File: src/snfcs_pkg.sv
// shared types, codes and helpers for the spi nor flash command sequencer
package snfcs_pkg;

    localparam int PAGE_BYTES_DEF   = 256;
    localparam int SECTOR_BYTES_DEF = 4096;
    localparam int MAX_RES          = 8;
    localparam int CNT_W            = $clog2(MAX_RES + 1);
    localparam logic [7:0] ERASE_OP_RST = 8'h20;

    localparam logic [7:0] OP_PROG  = 8'h02;
    localparam logic [7:0] OP_READ  = 8'h03;
    localparam logic [7:0] OP_WDIS  = 8'h04;
    localparam logic [7:0] OP_RDSR  = 8'h05;
    localparam logic [7:0] OP_WEN   = 8'h06;
    localparam logic [7:0] OP_ID    = 8'h90;
    localparam logic [7:0] OP_DUMMY = 8'hFF;

    typedef enum logic [2:0] {
        REQ_READ  = 3'd0,
        REQ_PROG  = 3'd1,
        REQ_ERASE = 3'd2,
        REQ_ID    = 3'd3,
        REQ_REPLY = 3'd4,
        REQ_DATA  = 3'd5
    } t_req;

    typedef enum logic [2:0] {
        OK_SPI  = 3'd0,
        OK_HOST = 3'd1,
        OK_ID   = 3'd2,
        OK_DONE = 3'd3,
        OK_ERR  = 3'd4
    } t_okind;

    typedef enum logic [6:0] {
        ST_IDLE       = 7'b0000001,
        ST_READ       = 7'b0000010,
        ST_PROG_DATA  = 7'b0000100,
        ST_PROG_STAT  = 7'b0001000,
        ST_ERASE_STAT = 7'b0010000,
        ST_ID_DATA    = 7'b0100000,
        ST_ID_STAT    = 7'b1000000
    } t_state;

    typedef struct packed {
        t_okind      kind;
        logic [7:0]  spi;
        logic        fe;
        logic        wr;
        logic [7:0]  host;
        logic [15:0] id;
    } t_res;

    typedef struct packed {
        logic [CNT_W-1:0]     count;
        t_res [MAX_RES-1:0]   ent;
    } t_batch;

    function automatic t_res f_spi(logic [7:0] b, logic fe, logic wr);
        t_res r;
        r      = '0;
        r.kind = OK_SPI;
        r.spi  = b;
        r.fe   = fe;
        r.wr   = wr;
        return r;
    endfunction

    function automatic t_res f_mark(t_okind k);
        t_res r;
        r      = '0;
        r.kind = k;
        return r;
    endfunction

    function automatic t_res f_host(logic [7:0] b);
        t_res r;
        r      = '0;
        r.kind = OK_HOST;
        r.host = b;
        return r;
    endfunction

    function automatic t_res f_idres(logic [15:0] v);
        t_res r;
        r      = '0;
        r.kind = OK_ID;
        r.id   = v;
        return r;
    endfunction

endpackage

File: src/snfcs_core.sv
// job state registers and the per-beat step logic that builds the result batch
module snfcs_core #(
    parameter int PAGE_BYTES   = snfcs_pkg::PAGE_BYTES_DEF,
    parameter int SECTOR_BYTES = snfcs_pkg::SECTOR_BYTES_DEF
) (
    input  logic                i_clk,
    input  logic                i_rst_n,
    input  logic                i_cfg_valid,
    input  logic [7:0]          i_cfg_data,
    input  logic                i_acc,
    input  logic [2:0]          i_req_type,
    input  logic [23:0]         i_addr,
    input  logic [23:0]         i_cnt,
    input  logic [7:0]          i_byte,
    output snfcs_pkg::t_batch   o_batch
);
    import snfcs_pkg::*;

    // page size is a power of two
    localparam int PW = $clog2(PAGE_BYTES);
    localparam int CW = $clog2(PAGE_BYTES + 1);
    localparam logic [23:0] SEC24 = 24'(SECTOR_BYTES);

    t_state        r_state, n_state;
    logic [23:0]   r_addr, n_addr;
    logic [23:0]   r_rem, n_rem;
    logic [CW-1:0] r_chunk, n_chunk;
    logic [7:0]    r_idh, n_idh;
    logic [7:0]    r_eop;

    t_batch        n_batch;
    logic [23:0]   addr_inc, addr_sec, rem_dec, rem_sec;
    logic [CW-1:0] chunk_dec;

    function automatic logic [CW-1:0] f_chunk(logic [23:0] a, logic [23:0] rem);
        logic [CW-1:0] room;
        room = CW'(PAGE_BYTES) - CW'(a[PW-1:0]);
        return (rem < 24'(room)) ? rem[CW-1:0] : room;
    endfunction

    always_comb begin
        addr_inc  = r_addr + 24'd1;
        addr_sec  = r_addr + SEC24;
        rem_dec   = (r_rem != 24'd0) ? r_rem - 24'd1 : r_rem;
        rem_sec   = (r_rem > SEC24) ? r_rem - SEC24 : 24'd0;
        chunk_dec = r_chunk - CW'(1);
    end

    always_comb begin
        n_state = r_state;
        n_addr  = r_addr;
        n_rem   = r_rem;
        n_chunk = r_chunk;
        n_idh   = r_idh;
        n_batch = '0;
        if (i_acc) begin
            if (i_req_type <= REQ_ID && r_state != ST_IDLE) begin
                n_batch.ent[0] = f_mark(OK_ERR);
                n_batch.count  = CNT_W'(1);
            end else begin
                case (t_req'(i_req_type))
                    REQ_READ: begin
                        n_addr = i_addr;
                        n_rem  = i_cnt;
                        n_batch.ent[0] = f_spi(OP_READ, 1'b0, 1'b0);
                        n_batch.ent[1] = f_spi(i_addr[23:16], 1'b0, 1'b0);
                        n_batch.ent[2] = f_spi(i_addr[15:8], 1'b0, 1'b0);
                        n_batch.ent[3] = f_spi(i_addr[7:0], i_cnt == 24'd0, 1'b0);
                        n_batch.count  = CNT_W'(5);
                        if (i_cnt == 24'd0) begin
                            n_batch.ent[4] = f_mark(OK_DONE);
                        end else begin
                            n_batch.ent[4] = f_spi(OP_DUMMY, i_cnt == 24'd1, 1'b1);
                            n_state = ST_READ;
                        end
                    end
                    REQ_PROG: begin
                        n_addr = i_addr;
                        n_rem  = i_cnt;
                        if (i_cnt == 24'd0) begin
                            n_batch.ent[0] = f_mark(OK_DONE);
                            n_batch.count  = CNT_W'(1);
                        end else begin
                            n_chunk = f_chunk(i_addr, i_cnt);
                            n_batch.ent[0] = f_spi(OP_WEN, 1'b1, 1'b0);
                            n_batch.ent[1] = f_spi(OP_PROG, 1'b0, 1'b0);
                            n_batch.ent[2] = f_spi(i_addr[23:16], 1'b0, 1'b0);
                            n_batch.ent[3] = f_spi(i_addr[15:8], 1'b0, 1'b0);
                            n_batch.ent[4] = f_spi(i_addr[7:0], 1'b0, 1'b0);
                            n_batch.count  = CNT_W'(5);
                            n_state = ST_PROG_DATA;
                        end
                    end
                    REQ_ERASE: begin
                        n_addr = i_addr;
                        n_rem  = i_cnt;
                        if (i_cnt == 24'd0) begin
                            n_batch.ent[0] = f_mark(OK_DONE);
                            n_batch.count  = CNT_W'(1);
                        end else begin
                            n_batch.ent[0] = f_spi(OP_WEN, 1'b1, 1'b0);
                            n_batch.ent[1] = f_spi(r_eop, 1'b0, 1'b0);
                            n_batch.ent[2] = f_spi(i_addr[23:16], 1'b0, 1'b0);
                            n_batch.ent[3] = f_spi(i_addr[15:8], 1'b0, 1'b0);
                            n_batch.ent[4] = f_spi(i_addr[7:0], 1'b1, 1'b0);
                            n_batch.ent[5] = f_spi(OP_RDSR, 1'b0, 1'b0);
                            n_batch.ent[6] = f_spi(OP_DUMMY, 1'b1, 1'b1);
                            n_batch.count  = CNT_W'(7);
                            n_state = ST_ERASE_STAT;
                        end
                    end
                    REQ_ID: begin
                        n_batch.ent[0] = f_spi(OP_ID, 1'b0, 1'b0);
                        n_batch.ent[1] = f_spi(8'h00, 1'b0, 1'b0);
                        n_batch.ent[2] = f_spi(8'h00, 1'b0, 1'b0);
                        n_batch.ent[3] = f_spi(8'h00, 1'b0, 1'b0);
                        n_batch.ent[4] = f_spi(OP_DUMMY, 1'b0, 1'b1);
                        n_batch.count  = CNT_W'(5);
                        n_state = ST_ID_DATA;
                    end
                    REQ_REPLY: begin
                        case (r_state)
                            ST_READ: begin
                                n_addr = addr_inc;
                                n_rem  = rem_dec;
                                n_batch.ent[0] = f_host(i_byte);
                                n_batch.count  = CNT_W'(2);
                                if (rem_dec != 24'd0) begin
                                    n_batch.ent[1] = f_spi(OP_DUMMY, rem_dec == 24'd1, 1'b1);
                                end else begin
                                    n_batch.ent[1] = f_mark(OK_DONE);
                                    n_state = ST_IDLE;
                                end
                            end
                            ST_ID_DATA: begin
                                n_idh = i_byte;
                                n_batch.ent[0] = f_spi(OP_DUMMY, 1'b1, 1'b1);
                                n_batch.count  = CNT_W'(1);
                                n_state = ST_ID_STAT;
                            end
                            ST_ID_STAT: begin
                                n_batch.ent[0] = f_idres({r_idh, i_byte});
                                n_batch.ent[1] = f_mark(OK_DONE);
                                n_batch.count  = CNT_W'(2);
                                n_state = ST_IDLE;
                            end
                            ST_PROG_STAT: begin
                                if (i_byte[0]) begin
                                    n_batch.ent[0] = f_spi(OP_RDSR, 1'b0, 1'b0);
                                    n_batch.ent[1] = f_spi(OP_DUMMY, 1'b1, 1'b1);
                                    n_batch.count  = CNT_W'(2);
                                end else if (r_rem != 24'd0) begin
                                    n_chunk = f_chunk(r_addr, r_rem);
                                    n_batch.ent[0] = f_spi(OP_WDIS, 1'b1, 1'b0);
                                    n_batch.ent[1] = f_spi(OP_WEN, 1'b1, 1'b0);
                                    n_batch.ent[2] = f_spi(OP_PROG, 1'b0, 1'b0);
                                    n_batch.ent[3] = f_spi(r_addr[23:16], 1'b0, 1'b0);
                                    n_batch.ent[4] = f_spi(r_addr[15:8], 1'b0, 1'b0);
                                    n_batch.ent[5] = f_spi(r_addr[7:0], 1'b0, 1'b0);
                                    n_batch.count  = CNT_W'(6);
                                    n_state = ST_PROG_DATA;
                                end else begin
                                    n_batch.ent[0] = f_spi(OP_WDIS, 1'b1, 1'b0);
                                    n_batch.ent[1] = f_mark(OK_DONE);
                                    n_batch.count  = CNT_W'(2);
                                    n_state = ST_IDLE;
                                end
                            end
                            ST_ERASE_STAT: begin
                                if (i_byte[0]) begin
                                    n_batch.ent[0] = f_spi(OP_RDSR, 1'b0, 1'b0);
                                    n_batch.ent[1] = f_spi(OP_DUMMY, 1'b1, 1'b1);
                                    n_batch.count  = CNT_W'(2);
                                end else begin
                                    n_rem  = rem_sec;
                                    n_addr = addr_sec;
                                    if (rem_sec != 24'd0) begin
                                        n_batch.ent[0] = f_spi(OP_WEN, 1'b1, 1'b0);
                                        n_batch.ent[1] = f_spi(r_eop, 1'b0, 1'b0);
                                        n_batch.ent[2] = f_spi(addr_sec[23:16], 1'b0, 1'b0);
                                        n_batch.ent[3] = f_spi(addr_sec[15:8], 1'b0, 1'b0);
                                        n_batch.ent[4] = f_spi(addr_sec[7:0], 1'b1, 1'b0);
                                        n_batch.ent[5] = f_spi(OP_RDSR, 1'b0, 1'b0);
                                        n_batch.ent[6] = f_spi(OP_DUMMY, 1'b1, 1'b1);
                                        n_batch.count  = CNT_W'(7);
                                    end else begin
                                        n_batch.ent[0] = f_spi(OP_WDIS, 1'b1, 1'b0);
                                        n_batch.ent[1] = f_mark(OK_DONE);
                                        n_batch.count  = CNT_W'(2);
                                        n_state = ST_IDLE;
                                    end
                                end
                            end
                            default: begin
                            end
                        endcase
                    end
                    REQ_DATA: begin
                        if (r_state == ST_PROG_DATA && r_chunk != '0) begin
                            n_chunk = chunk_dec;
                            n_rem   = rem_dec;
                            n_addr  = addr_inc;
                            n_batch.ent[0] = f_spi(i_byte, chunk_dec == '0, 1'b0);
                            n_batch.count  = CNT_W'(1);
                            if (chunk_dec == '0) begin
                                n_batch.ent[1] = f_spi(OP_RDSR, 1'b0, 1'b0);
                                n_batch.ent[2] = f_spi(OP_DUMMY, 1'b1, 1'b1);
                                n_batch.count  = CNT_W'(3);
                                n_state = ST_PROG_STAT;
                            end
                        end
                    end
                    default: begin
                    end
                endcase
            end
        end
    end

    always_ff @(posedge i_clk) begin
        if (!i_rst_n) begin
            r_state <= ST_IDLE;
            r_addr  <= '0;
            r_rem   <= '0;
            r_chunk <= '0;
            r_idh   <= '0;
            r_eop   <= ERASE_OP_RST;
        end else begin
            r_state <= n_state;
            r_addr  <= n_addr;
            r_rem   <= n_rem;
            r_chunk <= n_chunk;
            r_idh   <= n_idh;
            if (i_cfg_valid) begin
                r_eop <= i_cfg_data;
            end
        end
    end

    assign o_batch = n_batch;

endmodule

File: src/snfcs_outq.sv
// result batch register that hands out one result beat per cycle while i_tready is high
module snfcs_outq (
    input  logic                i_clk,
    input  logic                i_rst_n,
    input  logic                i_load,
    input  snfcs_pkg::t_batch   i_batch,
    input  logic                i_tready,
    output logic                o_can_load,
    output logic                o_tvalid,
    output logic                o_tlast,
    output snfcs_pkg::t_res     o_res
);
    import snfcs_pkg::*;

    logic [CNT_W-1:0]   r_cnt, n_cnt;
    t_res [MAX_RES-1:0] r_q, n_q;
    logic               take;

    always_comb begin
        take  = (r_cnt != '0) && i_tready;
        n_cnt = r_cnt;
        n_q   = r_q;
        if (i_load) begin
            n_cnt = i_batch.count;
            n_q   = i_batch.ent;
        end else if (take) begin
            n_cnt = r_cnt - CNT_W'(1);
            for (int i = 0; i < MAX_RES - 1; i++) begin
                n_q[i] = r_q[i+1];
            end
        end
    end

    always_ff @(posedge i_clk) begin
        if (!i_rst_n) begin
            r_cnt <= '0;
        end else begin
            r_cnt <= n_cnt;
        end
    end

    always_ff @(posedge i_clk) begin
        r_q <= n_q;
    end

    assign o_can_load = (r_cnt == '0) || (r_cnt == CNT_W'(1) && i_tready);
    assign o_tvalid   = (r_cnt != '0);
    assign o_tlast    = (r_cnt == CNT_W'(1));
    assign o_res      = r_q[0];

endmodule

File: src/spi_nor_flash_command_sequencer.sv
// top level of the spi nor flash command sequencer
//
// s_axis carries requests, program data bytes and flash reply bytes; the
// request type rides in s_axis_tuser. m_axis carries results: spi bytes to
// shift out (with frame end and reply-wanted marks), host read bytes, the
// id value and done / busy-error marks; the result kind rides in
// m_axis_tuser and tlast marks the final result of each input beat.
// i_cfg_data sets the sector erase opcode; the write is taken at once.
// The first result of an input beat appears in the cycle after the beat is
// accepted. Results leave at one per cycle while m_axis is ready, and a beat
// holds the output until all of its results are taken; a new input beat is
// taken while the last result of the previous one is being handed off, so
// back-to-back input runs at one beat per cycle when each beat yields at
// most one result and m_axis is ready. Throughput is set by the single
// result port draining the batch register.
// A stalled m_axis holds its beat and blocks s_axis until the batch drains.
// Reset empties the result queue, returns the job to idle and sets the
// erase opcode to 0x20.
module spi_nor_flash_command_sequencer #(
    parameter int PAGE_BYTES   = snfcs_pkg::PAGE_BYTES_DEF,
    parameter int SECTOR_BYTES = snfcs_pkg::SECTOR_BYTES_DEF
) (
    input  logic        i_clk,
    input  logic        i_rst_n,
    input  logic        i_cfg_valid,
    output logic        o_cfg_ready,
    input  logic [7:0]  i_cfg_data,
    input  logic        s_axis_tvalid,
    output logic        s_axis_tready,
    input  logic [55:0] s_axis_tdata,   // flash_addr, byte_count, data_byte
    input  logic [2:0]  s_axis_tuser,   // req_type
    output logic        m_axis_tvalid,
    input  logic        m_axis_tready,
    output logic [39:0] m_axis_tdata,   // spi_byte, frame_end, want_reply, host_byte,
                                        // id_value, zero fill
    output logic [2:0]  m_axis_tuser,   // out_kind
    output logic        m_axis_tlast
);
    import snfcs_pkg::*;

    logic   can_load, acc;
    t_batch batch;
    t_res   res;

    assign acc           = s_axis_tvalid && can_load;
    assign s_axis_tready = can_load;
    assign o_cfg_ready   = 1'b1;

    snfcs_core #(
        .PAGE_BYTES   (PAGE_BYTES),
        .SECTOR_BYTES (SECTOR_BYTES)
    ) u_core (
        .i_clk       (i_clk),
        .i_rst_n     (i_rst_n),
        .i_cfg_valid (i_cfg_valid),
        .i_cfg_data  (i_cfg_data),
        .i_acc       (acc),
        .i_req_type  (s_axis_tuser),
        .i_addr      (s_axis_tdata[23:0]),
        .i_cnt       (s_axis_tdata[47:24]),
        .i_byte      (s_axis_tdata[55:48]),
        .o_batch     (batch)
    );

    snfcs_outq u_outq (
        .i_clk      (i_clk),
        .i_rst_n    (i_rst_n),
        .i_load     (acc),
        .i_batch    (batch),
        .i_tready   (m_axis_tready),
        .o_can_load (can_load),
        .o_tvalid   (m_axis_tvalid),
        .o_tlast    (m_axis_tlast),
        .o_res      (res)
    );

    assign m_axis_tuser = res.kind;
    assign m_axis_tdata = {6'd0, res.id, res.host, res.wr, res.fe, res.spi};

endmodule

File: config.mk
export PLATFORM = sky130hd
export DESIGN_NAME = spi_nor_flash_command_sequencer
export DESIGN_NICKNAME = d
export VERILOG_FILES = /design/src/snfcs_pkg.sv /design/src/snfcs_core.sv /design/src/snfcs_outq.sv /design/src/spi_nor_flash_command_sequencer.sv
export SDC_FILE = /design/constraint.sdc
export NUM_CORES = 1
export LEC_CHECK = 0
export BUFFER_PORTS_ARGS = -buffer_cell sky130_fd_sc_hd__buf_2
export CAP_MARGIN = 20
export CORE_MARGIN = 5
export CORE_UTILIZATION = 37
export CTS_BUF_LIST = sky130_fd_sc_hd__clkbuf_8
export DETAILED_ROUTE_END_ITERATION = 12
export GPL_TIMING_DRIVEN = 0
export SYNTH_ARGS = -nofsm -noshare
export SYNTH_HDL_FRONTEND = slang
export SYNTH_HIERARCHICAL = 1
export SYNTH_SLANG_ARGS = --single-unit
File: constraint.sdc
create_clock -name i_clk -period 16.1 [get_ports i_clk]
set_clock_uncertainty 0.15 [all_clocks]
set_input_delay 1.61 -clock i_clk [delete_from_list [all_inputs] [get_ports i_clk]]
set_output_delay 1.61 -clock i_clk [all_outputs]
set_load 0.02 [all_outputs]
==> metrics.md <==
| Metric | Value |
|---|---|
| Count of hold buffers inserted by post-cts repair | `0` |
| Layout overhead on the synthesized area | `17.3%` |
| Die area | `65,500 sq um` |
| Layout cell share with drive strength beyond 1 | `30.5%` |
| Clock Latency Late Sink | `650 ps` |
| Global-route wire length before repair | `103,000 um` |
| Per-cell routed wire length | `20.2 um` |
| Critical Path, Cell by Cell | `clkbuf_1, nor3_1, nand3_1, nor2_1, nand2_1, clkbuf_1, nor3_1, nor2_1, nor2_1, buf_4, mux2_1` |
| Post-synth EDFFs | `296` |
| CP dominant cell by count | `nor2_1` |
| Async set-reset flop share out of synthesis | `0%` |
| Post-Syn Instances | `2,072` |
| Startpoint Class | `flop` |
| Syn avg cell area | `10.8 sq um` |
| Ys flop type | `edfxtp_1` |
| GRT overflow | `0` |
| GPL Wtd Cong | `0.929` |
| TritonCTS buffer count | `74` |
| Critical Path RT | `16,430 ps` |
| Pin count of the biggest net entering global routing | `71` |
| Drt first pass iters | `5` |
| Leak | `0.0105 uW` |
| Post-DRT Antenna Nets | `0` |
| Row count | `90` |
| Synth Warn # | `6` |
| H-tree lvl count | `3` |
| Total negative slack | `0 ps` |
| Register area share after synthesis | `47.3%` |
| CP Data Arrival Time | `5630 ps` |
| 1st-iter DRT viols | `1,404` |
| Initial antenna violation count | `4` |
| Fin. Hold Viols | `0` |
| Number of synthesized register bits | `380` |
| Min-delay worst type | `flop to flop` |
| Max Fclk | `188 MHz` |
| Most common cell in the netlist | `edfxtp_1` |
| Yosys cell types | `84` |
| Largest cells by area after synthesis | `edfxtp_1 (40%), mux2_2 (12%), buf_4 (8.6%), dfxtp_1 (7.5%), nand2_1 (2.5%)` |
| Power per cell area | `186 nW/um^2` |
| CTS tree | `yes` |
| DP HPWL | `50,800 um` |
| Vias in the first global route | `17,067` |
| DRC violations left | `0` |
| Worst Tran Pin Value | `1080 ps` |
| Vias | `16,915` |
| Slowest CP cell | `nor2_1` |
| Cell class contributing the biggest share of worst-path delay | `simple AND/OR/NAND/NOR gates` |
| Max-Slew Margin vs Limit | `27.5%` |
| Setup bufs post-CTS | `0` |
| Tcrit/Tclk final | `33.0%` |
| Area occupied by multi-input gates | `9900 sq um` |
| Filler instances | `5,729` |
| CP Class | `flop to flop` |
| Global Route Usage Sum | `20.0%` |
| Count of input and output buffers | `105` |
| RSZ-0062 raised after global routing | `no` |
| Min Tclk post-route | `5310 ps` |
| I/O pins | `119` |
| Die width | `256 um` |
| Worst path bufs/invs | `3` |
| Syn Std Cell Area | `22,400 sq um` |
| Area leader, netlist | `edfxtp_1` |
| Outcome | `completed` |
| Layout Nets | `2,569` |
| Clock Path Buffers | `3` |
| Peak supply drop | `0.000107 V` |
| Largest stage delay, worst path | `770 ps` |
| Tot Pwr | `4880 uW` |
| Maxcap violations | `0` |
| Final Setup Violations | `0` |
| Routed vias/inst | `5.10` |
| Slew Limit Fails | `0` |
| DRT Wirelength | `67,100 um` |
| Synth top area share | `39.7%` |
| Die height | `256 um` |
| Crit. End Element | `flop` |
| Std-Cell Core Area | `60,100 sq um` |
| Clk pin slew, worst setup/hold paths | `60 ps` |
| Clk sink count | `380` |
| Most frequent cells after synthesis | `edfxtp_1 (296), buf_4 (257), mux2_2 (241), nand2_1 (149), a21oi_1 (107)` |
| Register Area | `10,600 sq um` |
| Initial Util | `37.2%` |
| Post-cts gate resize count | `0` |
| Max FO, Critical Path | `10` |
| Root Buffer | `clkbuf_8` |
==> report_power, final <==
| group | internal, uW | total, uW | switching (uW) | leakage [uW] |
|---|---|---|---|---|
| Clock | 491 | 920 | 429 | 0.000809 |
| Combinational | 883 | 2090 | 1200 | 0.00613 |
| Sequential | 1730 | 1880 | 148 | 0.00357 |
| Total | 3110 | 4880 | 1780 | 0.0105 |
==> routing by layer <==
metal	routed length (um)	global-route usage, %	vias to the layer above
met5	13	0	-
met4	2940	8.80	2
met3	5090	4.61	168
met2	31000	32.2	694
met1	28000	26.0	8043
li1	-	-	8008
==> kinds of logic after synthesis <==
kind of cell / count (synthesis) / share of synthesized area [%]
and+or+nand+nor: 493 / 11.0
buffers and inverters: 433 / 11.9
AOI/OAI and AO/OA: 404 / 12.1
DFF: 380 / 47.3
muxes: 287 / 14.3
xor gates and xnor gates: 43 / 1.68
adders and majority gates: 29 / 1.62
other: 3 / 0.0504
==> tightest hold or removal path: stages (launching register included) <==
cell and delay [ps]:
dfxtp_1 300, nand2_1 50, a21oi_1 50
==> path summary, 6_finish.rpt <==
path	endpoint	slack [ps]	depth (start not counted)	start
min	u_core/r_idh[5]	300	2	u_core/r_idh[5]
max	u_outq/r_q[251]	10790	11	u_core/r_state[1]
min reg2reg	u_core/r_idh[5]	300	2	u_core/r_idh[5]
max reg2reg	u_outq/r_q[251]	10790	11	u_core/r_state[1]
==> registers in the layout, indices dropped and copies added, names as in the netlist <==
register and flops:
u_outq/r_q 259, u_outq/o_res 37, u_core/r_addr 24, u_core/r_rem 24, u_core/r_chunk 9, u_core/r_eop 8, u_core/r_idh 8, u_core/r_state 7
u_outq/r_cnt 4
==> metrics by stage <==
stage | area [sq um] | hold slack (ps) | util [%] | instances | worst slack [ps]
finish | 26200 | 297 | 43.6 | 3315 | 10790
floorplan | 23100 | 277 | - | 2275 | 6200
global placement | 24600 | 286 | 41.0 | 3162 | 3100
global route | 26200 | 326 | 43.6 | 3315 | 10670
CTS | 26200 | 299 | 43.6 | 3311 | 10930
detailed placement | 24800 | 293 | 41.2 | 3173 | 10330
==> final cells by class <==
class | instances | share of cell area, %
Sequential cell | 380 | 40.3
Multi-Input combinational cell | 1462 | 37.8
Buffer | 388 | 9.50
Clock buffer | 79 | 4.15
Tap cell | 782 | 3.73
Timing Repair Buffer | 117 | 2.63
Clock inverter | 59 | 1.27
Inverter | 45 | 0.644
Antenna cell | 3 | 0.0286
==> layout by cell type (no fill, tap or decap), drive strengths merged, types with 34 or more instances in the layout <==
| cell | instances |
|---|---|
| a21oi | 108 |
| a22oi | 35 |
| and2 | 34 |
| buf | 413 |
| clkbuf | 171 |
| conb | 206 |
| dfxtp | 84 |
| edfxtp | 296 |
| inv | 70 |
| mux2 | 265 |
| nand2 | 149 |
| nand3 | 36 |
| nor2 | 100 |
| nor3 | 41 |
| o21ai | 89 |
Note: power is estimated with default switching activity, not from simulation.
